==> src/hw/rtl/alu8f_pkg.sv <==
// alu8f_pkg: operation codes, flag positions and word types of the 8-bit ALU.
// No dependencies; used by alu8f_exec and cpu_alu_8bit_with_flags_core.
package alu8f_pkg;

  typedef enum logic [4:0] {
    OP_ADD  = 5'd0,
    OP_ADC  = 5'd1,
    OP_SUB  = 5'd2,
    OP_SBC  = 5'd3,
    OP_AND  = 5'd4,
    OP_XOR  = 5'd5,
    OP_OR   = 5'd6,
    OP_CP   = 5'd7,
    OP_INC  = 5'd8,
    OP_DEC  = 5'd9,
    OP_RLC  = 5'd10,
    OP_RRC  = 5'd11,
    OP_RL   = 5'd12,
    OP_RR   = 5'd13,
    OP_SLA  = 5'd14,
    OP_SRA  = 5'd15,
    OP_SRL  = 5'd16,
    OP_SWAP = 5'd17,
    OP_BIT  = 5'd18,
    OP_SET  = 5'd19,
    OP_RES  = 5'd20
  } alu_op_t;

  // flag nibble bit positions
  localparam int unsigned FLAG_Z = 3;
  localparam int unsigned FLAG_N = 2;
  localparam int unsigned FLAG_H = 1;
  localparam int unsigned FLAG_C = 0;

  typedef struct packed {
    logic [4:0] operation;
    logic [7:0] operand_a;
    logic [7:0] operand_b;
    logic [2:0] bit_index;
    logic [3:0] flags_in;
  } in_word_t;

  typedef struct packed {
    logic [7:0] result_value;
    logic [3:0] flags_out;
  } out_word_t;

endpackage

==> src/hw/rtl/alu8f_if.sv <==
// alu8f_in_if / alu8f_out_if: valid/ready channels of the 8-bit ALU.
// No dependencies.
interface alu8f_in_if;
  logic       valid;
  logic       ready;
  logic [4:0] operation;
  logic [7:0] operand_a;
  logic [7:0] operand_b;
  logic [2:0] bit_index;
  logic [3:0] flags_in;

  modport source (output valid, operation, operand_a, operand_b, bit_index, flags_in,
                  input ready);
  modport sink   (input valid, operation, operand_a, operand_b, bit_index, flags_in,
                  output ready);
endinterface

interface alu8f_out_if;
  logic       valid;
  logic       ready;
  logic [7:0] result_value;
  logic [3:0] flags_out;

  modport source (output valid, result_value, flags_out, input ready);
  modport sink   (input valid, result_value, flags_out, output ready);
endinterface

==> src/hw/rtl/alu8f_exec.sv <==
// alu8f_exec: combinational datapath, one word in, result and flags out.
// Depends on alu8f_pkg.
module alu8f_exec (
  input  alu8f_pkg::in_word_t  in_word,
  output alu8f_pkg::out_word_t out_word
);

  logic [7:0] a;
  logic [7:0] b;
  logic [2:0] n;
  logic [3:0] f;
  logic       cy;
  logic       cin;
  logic [8:0] sum;
  logic [4:0] sum_lo;
  logic [8:0] dif;
  logic [4:0] dif_lo;
  logic [7:0] mask;
  logic [7:0] r;
  logic [3:0] fo;

  assign a    = in_word.operand_a;
  assign b    = in_word.operand_b;
  assign n    = in_word.bit_index;
  assign f    = in_word.flags_in;
  assign cy   = f[alu8f_pkg::FLAG_C];
  assign mask = 8'd1 << n;

  // carry in only for adc / sbc
  assign cin = ((in_word.operation == alu8f_pkg::OP_ADC) ||
                (in_word.operation == alu8f_pkg::OP_SBC)) ? cy : 1'b0;

  assign sum    = {1'b0, a} + {1'b0, b} + {8'd0, cin};
  assign sum_lo = {1'b0, a[3:0]} + {1'b0, b[3:0]} + {4'd0, cin};
  // bit 8 / bit 4 set means borrow
  assign dif    = {1'b0, a} - {1'b0, b} - {8'd0, cin};
  assign dif_lo = {1'b0, a[3:0]} - {1'b0, b[3:0]} - {4'd0, cin};

  always_comb begin
    r  = a;
    fo = f;
    case (alu8f_pkg::alu_op_t'(in_word.operation))
      alu8f_pkg::OP_ADD, alu8f_pkg::OP_ADC: begin
        r  = sum[7:0];
        fo = {(sum[7:0] == 8'd0), 1'b0, sum_lo[4], sum[8]};
      end
      alu8f_pkg::OP_SUB, alu8f_pkg::OP_SBC: begin
        r  = dif[7:0];
        fo = {(dif[7:0] == 8'd0), 1'b1, dif_lo[4], dif[8]};
      end
      alu8f_pkg::OP_CP: begin
        fo = {(dif[7:0] == 8'd0), 1'b1, dif_lo[4], dif[8]};
      end
      alu8f_pkg::OP_AND: begin
        r  = a & b;
        fo = {((a & b) == 8'd0), 1'b0, 1'b1, 1'b0};
      end
      alu8f_pkg::OP_XOR: begin
        r  = a ^ b;
        fo = {((a ^ b) == 8'd0), 3'b000};
      end
      alu8f_pkg::OP_OR: begin
        r  = a | b;
        fo = {((a | b) == 8'd0), 3'b000};
      end
      alu8f_pkg::OP_INC: begin
        r  = a + 8'd1;
        fo = {(a == 8'hFF), 1'b0, (a[3:0] == 4'hF), cy};
      end
      alu8f_pkg::OP_DEC: begin
        r  = a - 8'd1;
        fo = {(a == 8'h01), 1'b1, (a[3:0] == 4'h0), cy};
      end
      alu8f_pkg::OP_RLC: begin
        r  = {a[6:0], a[7]};
        fo = {(a == 8'd0), 2'b00, a[7]};
      end
      alu8f_pkg::OP_RRC: begin
        r  = {a[0], a[7:1]};
        fo = {(a == 8'd0), 2'b00, a[0]};
      end
      alu8f_pkg::OP_RL: begin
        r  = {a[6:0], cy};
        fo = {({a[6:0], cy} == 8'd0), 2'b00, a[7]};
      end
      alu8f_pkg::OP_RR: begin
        r  = {cy, a[7:1]};
        fo = {({cy, a[7:1]} == 8'd0), 2'b00, a[0]};
      end
      alu8f_pkg::OP_SLA: begin
        r  = {a[6:0], 1'b0};
        fo = {(a[6:0] == 7'd0), 2'b00, a[7]};
      end
      alu8f_pkg::OP_SRA: begin
        r  = {a[7], a[7:1]};
        fo = {(a[7:1] == 7'd0), 2'b00, a[0]};
      end
      alu8f_pkg::OP_SRL: begin
        r  = {1'b0, a[7:1]};
        fo = {(a[7:1] == 7'd0), 2'b00, a[0]};
      end
      alu8f_pkg::OP_SWAP: begin
        r  = {a[3:0], a[7:4]};
        fo = {(a == 8'd0), 3'b000};
      end
      alu8f_pkg::OP_BIT: begin
        fo = {~a[n], 1'b0, 1'b1, cy};
      end
      alu8f_pkg::OP_SET: begin
        r = a | mask;
      end
      alu8f_pkg::OP_RES: begin
        r = a & ~mask;
      end
      default: begin
        // undefined codes act as no-operation
        r  = a;
        fo = f;
      end
    endcase
  end

  assign out_word.result_value = r;
  assign out_word.flags_out    = fo;

endmodule

==> src/hw/rtl/cpu_alu_8bit_with_flags_core.sv <==
// cpu_alu_8bit_with_flags_core: top level of the 8-bit ALU with Z/N/H/C flags.
// Depends on alu8f_pkg, alu8f_in_if / alu8f_out_if and alu8f_exec.
//
// Usage:
//   in_ch  carries one word per handshake: operation, operand_a, operand_b,
//          bit_index and flags_in. A word is taken when valid and ready are
//          both high at a rising clk edge.
//   out_ch returns exactly one word per input word, in order: result_value
//          and flags_out.
// Path: a taken word passes the input register, then the ALU logic, then the
//          result register, which drives out_ch.
// Throughput: one word per cycle while out_ch.ready stays high; the
//          combinational ALU path lies between the two registers.
// Reset (rst_n low, synchronous): both stages are emptied, out_ch.valid
//          drops and in_ch.ready rises on the next cycle.
// Stall: when out_ch.ready is low the result register holds its word; the
//          input register still takes one more word, so in_ch.ready only
//          falls when both stages are full.
module cpu_alu_8bit_with_flags_core (
  input  logic                clk,
  input  logic                rst_n,
  alu8f_in_if.sink            in_ch,
  alu8f_out_if.source         out_ch
);

  // stage 1: input register
  logic                 s1_valid_r;
  logic                 s1_valid_nxt;
  alu8f_pkg::in_word_t  s1_word_r;
  // stage 2: result register
  logic                 s2_valid_r;
  logic                 s2_valid_nxt;
  alu8f_pkg::out_word_t s2_word_r;

  alu8f_pkg::in_word_t  in_word;
  alu8f_pkg::out_word_t exec_word;
  logic                 s2_free;
  logic                 s1_free;
  logic                 in_take;
  logic                 s1_move;

  assign in_word.operation = in_ch.operation;
  assign in_word.operand_a = in_ch.operand_a;
  assign in_word.operand_b = in_ch.operand_b;
  assign in_word.bit_index = in_ch.bit_index;
  assign in_word.flags_in  = in_ch.flags_in;

  // a stage can load when it is empty or its word leaves this cycle
  assign s2_free = !s2_valid_r || out_ch.ready;
  assign s1_free = !s1_valid_r || s2_free;
  assign s1_move = s1_valid_r && s2_free;
  assign in_take = in_ch.valid && s1_free;

  assign in_ch.ready = s1_free;

  alu8f_exec u_exec (
    .in_word  (s1_word_r),
    .out_word (exec_word)
  );

  always_comb begin
    s1_valid_nxt = s1_valid_r;
    if (s1_free) begin
      s1_valid_nxt = in_ch.valid;
    end
    s2_valid_nxt = s2_valid_r;
    if (s2_free) begin
      s2_valid_nxt = s1_valid_r;
    end
  end

  always_ff @(posedge clk) begin
    if (!rst_n) begin
      s1_valid_r <= 1'b0;
      s2_valid_r <= 1'b0;
    end else begin
      s1_valid_r <= s1_valid_nxt;
      s2_valid_r <= s2_valid_nxt;
    end
  end

  // payload registers, no reset
  always_ff @(posedge clk) begin
    if (in_take) begin
      s1_word_r <= in_word;
    end
    if (s1_move) begin
      s2_word_r <= exec_word;
    end
  end

  assign out_ch.valid        = s2_valid_r;
  assign out_ch.result_value = s2_word_r.result_value;
  assign out_ch.flags_out    = s2_word_r.flags_out;

endmodule

==> src/flat_wrapper.sv <==
// flat-port wrapper written by rule: the top's interface ports become plain ports
module cpu_alu_8bit_with_flags_core_flat 
  (clk, rst_n, in_ch_valid, in_ch_operation, in_ch_operand_a, in_ch_operand_b, in_ch_bit_index, in_ch_flags_in, in_ch_ready, out_ch_valid, out_ch_result_value, out_ch_flags_out, out_ch_ready);
  alu8f_in_if in_ch_i ();
  alu8f_out_if out_ch_i ();
  input  logic clk;
  input  logic rst_n;
  input wire logic [$bits(in_ch_i.valid)-1:0] in_ch_valid;
  input wire logic [$bits(in_ch_i.operation)-1:0] in_ch_operation;
  input wire logic [$bits(in_ch_i.operand_a)-1:0] in_ch_operand_a;
  input wire logic [$bits(in_ch_i.operand_b)-1:0] in_ch_operand_b;
  input wire logic [$bits(in_ch_i.bit_index)-1:0] in_ch_bit_index;
  input wire logic [$bits(in_ch_i.flags_in)-1:0] in_ch_flags_in;
  output wire logic [$bits(in_ch_i.ready)-1:0] in_ch_ready;
  output wire logic [$bits(out_ch_i.valid)-1:0] out_ch_valid;
  output wire logic [$bits(out_ch_i.result_value)-1:0] out_ch_result_value;
  output wire logic [$bits(out_ch_i.flags_out)-1:0] out_ch_flags_out;
  input wire logic [$bits(out_ch_i.ready)-1:0] out_ch_ready;
  assign in_ch_i.valid = in_ch_valid;
  assign in_ch_i.operation = in_ch_operation;
  assign in_ch_i.operand_a = in_ch_operand_a;
  assign in_ch_i.operand_b = in_ch_operand_b;
  assign in_ch_i.bit_index = in_ch_bit_index;
  assign in_ch_i.flags_in = in_ch_flags_in;
  assign in_ch_ready = in_ch_i.ready;
  assign out_ch_valid = out_ch_i.valid;
  assign out_ch_result_value = out_ch_i.result_value;
  assign out_ch_flags_out = out_ch_i.flags_out;
  assign out_ch_i.ready = out_ch_ready;
  cpu_alu_8bit_with_flags_core u_core (.clk(clk), .rst_n(rst_n), .in_ch(in_ch_i), .out_ch(out_ch_i));
endmodule
==> config.mk <==
export PLATFORM = sky130hd
export DESIGN_NAME = cpu_alu_8bit_with_flags_core_flat
export DESIGN_NICKNAME = d
export VERILOG_FILES = /design/src/hw/rtl/alu8f_pkg.sv /design/src/hw/rtl/alu8f_if.sv /design/src/hw/rtl/alu8f_exec.sv /design/src/hw/rtl/cpu_alu_8bit_with_flags_core.sv /design/src/flat_wrapper.sv
export SDC_FILE = /design/constraint.sdc
export NUM_CORES = 1
export LEC_CHECK = 0
export BUFFER_PORTS_ARGS = -buffer_cell sky130_fd_sc_hd__buf_2
export CAP_MARGIN = 20
export CORE_MARGIN = 2
export CORE_UTILIZATION = 45
export DETAILED_ROUTE_END_ITERATION = 10
export GPL_TIMING_DRIVEN = 0
export PLACE_DENSITY_LB_ADDON = 0.2
export SYNTH_ARGS = -nofsm -noshare
export SYNTH_HDL_FRONTEND = slang
export SYNTH_SLANG_ARGS = --single-unit
==> constraint.sdc <==
create_clock -name clk -period 4 [get_ports clk]
set_input_delay 0.8 -clock clk [delete_from_list [all_inputs] [get_ports clk]]
set_output_delay 0.8 -clock clk [all_outputs]
set_load 0.05 [all_outputs]
==> summary.md <==
| Metric | Value |
|---|---|
| Launching point of the worst reg2reg path | u_core.s1_word_r[26]$_DFFE_PP_ |
| Sequential element share of the synthesized area | 0.313 |
| PwrDens | 299 nW/µm² |
| # DRC | 0 |
| Type of the tightest min-delay check | reg -> reg |
| Sequential share of power | 0.401 |
| Worst-path clk slew | 0.09 ns |
| Layout area overhead | 13.5% |
| GRT Total Usage | 0.302 |
| RSZ-0062 raised after global routing | no |
| Max Freq | 267 MHz |
| Outcome | finished, final reports clean |
| Clk_skew | 0.00885 ns |
| Post-CTS Hold Buffers | 0 |
| Clk_lat worst skew | 0.31 ns |
| Max_cap viols | 0 |
| PnR Total Power | 1.35 mW |
| Clock Power Share | 0.272 |
| RePlAce Congestion | 1.01 |
| Worst slack, placed | -0.0993 ns |
| Design Area, Final | 4500 µm² |
| Num rows | 34 |
| Reg2reg path depth | 12 |
| Initial core utilization | 0.459 |
| Io pins | 46 |
| Largest net degree at the start of global routing | 24 |
| Post-route ant nets | 0 |
| Startpoint types | flop |
| Die Width | 97.9 µm |
| DRT Pass-1 Iters | 5 |
| Root buf cell | clkbuf_8 |
| Yosys cell types | 70 |
| Post-CTS Setup Bufs | 0 |
| Area contributors post-synth | edfxtp_1, ha_1, nor2_1 |
| Ys Warns | 0 |
| Sw Ratio | 0.349 |
| Mapped Cells | 454 |
| Diode count | 0 |
| Reg-to-reg setup timing slack | 0.25 ns |
| Final setup viols | 0 |
| Nets | 580 |
| First-pass GRT wire length | 22,000 µm |
| Layout cells sized above 1 | 0.147 |
| Detail Placement HPWL | 11,200 µm |
| Pint | 0.875 mW |
| Fin Setup TNS | 0 ns |
| Syn avg cell area | 8.74 µm² |
| Final setup margin | 0.250 ns |
| Post-route insts no fill | 619 |
| CP Launch Point | u_core.s1_word_r[26]$_DFFE_PP_ |
| Vias in the first global route | 3,914 |
| Placed insts | 610 |
| Max Slew Vio Count | 0 |
| Peak VDD IR | 0.000138 V |
| Via-per-instance ratio | 6.64 |
| CP max FO | 10 |
| Async SR Flop Fraction | 0 |
| H-tree levels | 2 |
| CTS max path bufs | 2 |
| Share of the synthesized area in the top cell type | 0.303 |
| Global route total overflow | 0 |
| Tmin final | 3.75 ns |
| Clock sink count | 42 |
| Crit path arrival time | 3.87 ns |
| Syn_nets | 524 |
| Core Region | 8640 µm² |
| Synth area leader | edfxtp_1 |
| Final Util | 0.521 |
| Avg WL per Cell | 23.7 µm |
| EDFF count, synth | 40 |
| Comb pwr share | 0.327 |
| Critical path class | reg -> reg |
| Synth cell count leaders | edfxtp_1, nor2_1, ha_1, inv_1 |
| R2r endpoint | u_core.out_ch.flags_out[0]$_DFFE_PP_ |
| Crit end category | flop |
| Net switching power | 0.470 mW |
| Antenna violations before repair | 0 |
| Tightest Pin Transition | 1.05 ns |
| Total number of vias | 4,113 |
| # port buffers | 45 |
| Post-DP Area | 4370 µm² |
| CTS tree | yes |
| Final worst path period share | 0.938 |
| Most common cell in the synthesized netlist | edfxtp_1 |
| CTS Buf Count | 5 |
| Final hold vios | 0 |
| Cell area after synthesis | 3970 µm² |
| Starting DRT DRC Count | 527 |
| Leakage power | 1.76 nW |
| Max-slew headroom | 0.298 |
| CP endpoint | u_core.out_ch.flags_out[0]$_DFFE_PP_ |
| FILL cells | 846 |
| Routed WL | 14,700 µm |
| Fin Hold WS | 0.524 ns |
| Ys flop type | edfxtp_1 |
| #FFs+latches synth | 42 |
| Die area | 9580 µm² |
| Die height | 97.9 µm |
| Worst EP required | 4.12 ns |
## kinds of logic after synthesis
family,count (synthesis),synth area share
AO/OA/AOI/OAI,125,0.219
adder cells (fa/ha/maj),38,0.127
multiplexers,4,0.0164
XOR/XNOR,18,0.0397
AND/OR/NAND/NOR,165,0.222
buffers and inverters,62,0.0628
flip-flops,42,0.313
## worst max-delay path, stage by stage (launching register included)
cell,delay (ns)
edfxtp_1,0.45
buf_2,0.22
nor2_2,0.32
nand3_1,0.25
fa_1,0.53
inv_1,0.10
fa_1,0.26
nand2b_1,0.11
a2111oi_2,0.46
o31ai_1,0.21
xnor2_1,0.26
nand2_1,0.10
a41oi_1,0.30
## power by group through the flow
stage | Sequential, mW | Clock [mW] | Combinational (mW)
finish | 0.540 | 0.366 | 0.440
global route | 0.543 | 0.388 | 0.469
CTS | 0.540 | 0.374 | 0.424
detailed placement | 0.549 | 0 | 0.422
global placement | 0.549 | 0 | 0.417
floorplan | 0.573 | 0 | 0.263
## worst min path at each step
stage | from | endpoint | slack (ns) | cells past startpoint
floorplan | u_core.s1_valid_r$_SDFFE_PN0N_ | u_core.out_ch.valid$_SDFFE_PN0P_ | 0.48 | 1
global placement | u_core.s1_valid_r$_SDFFE_PN0N_ | u_core.out_ch.valid$_SDFFE_PN0P_ | 0.49 | 1
detailed placement | u_core.s1_valid_r$_SDFFE_PN0N_ | u_core.out_ch.valid$_SDFFE_PN0P_ | 0.51 | 1
CTS | u_core.s1_valid_r$_SDFFE_PN0N_ | u_core.out_ch.valid$_SDFFE_PN0P_ | 0.53 | 1
global route | u_core.s1_valid_r$_SDFFE_PN0N_ | u_core.out_ch.valid$_SDFFE_PN0P_ | 0.56 | 1
finish | u_core.s1_valid_r$_SDFFE_PN0N_ | u_core.out_ch.valid$_SDFFE_PN0P_ | 0.52 | 1
## repair_timing
| action | CTS | global route |
|---|---|---|
| gates cloned | 0 | 0 |
| resized for setup | 2 | 2 |
| endpoints found under the setup margin | 1 | 3 |
## cell type report
cell class | count | area, µm² | area share
clock inverter | 1 | 30.0 | 0.00667
buffer | 28 | 121 | 0.0270
clock buffer | 7 | 86.3 | 0.0192
tap | 108 | 135 | 0.0300
inverter | 34 | 128 | 0.0283
multi-input combinational | 350 | 2490 | 0.553
timing repair buffer | 49 | 273 | 0.0606
sequential | 42 | 1240 | 0.276
## cells in the final DEF (no fill, tap or decap), types with 4 or more instances in the layout
cell	instances
edfxtp_1	40
nand2_1	25
a211oi_1	5
o211ai_1	4
nand4_1	15
xnor2_1	14
a21oi_1	24
or4_1	4
buf_2	53
a31oi_1	7
a221oi_1	4
a2111oi_0	4
ha_1	34
xor2_1	4
nand2b_1	5
fa_1	4
clkbuf_1	20
nand3_1	20
o2111ai_1	7
nor4_1	10
nor2_1	35
o22ai_1	5
clkbuf_8	6
o21ai_0	25
a222oi_1	4
and3_1	6
nor3_1	13
nor2b_1	11
inv_1	34
## state kept, by name, summed over array words and instances (netlist names)
| name | count |
|---|---|
| u_core.s1_valid_r | 1 |
| u_core.out_ch.flags_out | 4 |
| u_core.s1_word_r | 28 |
| u_core.out_ch.valid | 1 |
| u_core.out_ch.result_value | 8 |
## per-layer routing
metal  up-vias  GRT usage  share of wire
met5         -          0              0
met1      1930      0.409           0.41
li1       1833          -              -
met2       294      0.462           0.43
met4         0      0.151          0.054
met3        56     0.0587           0.10
(Power assumes the default switching activity.)
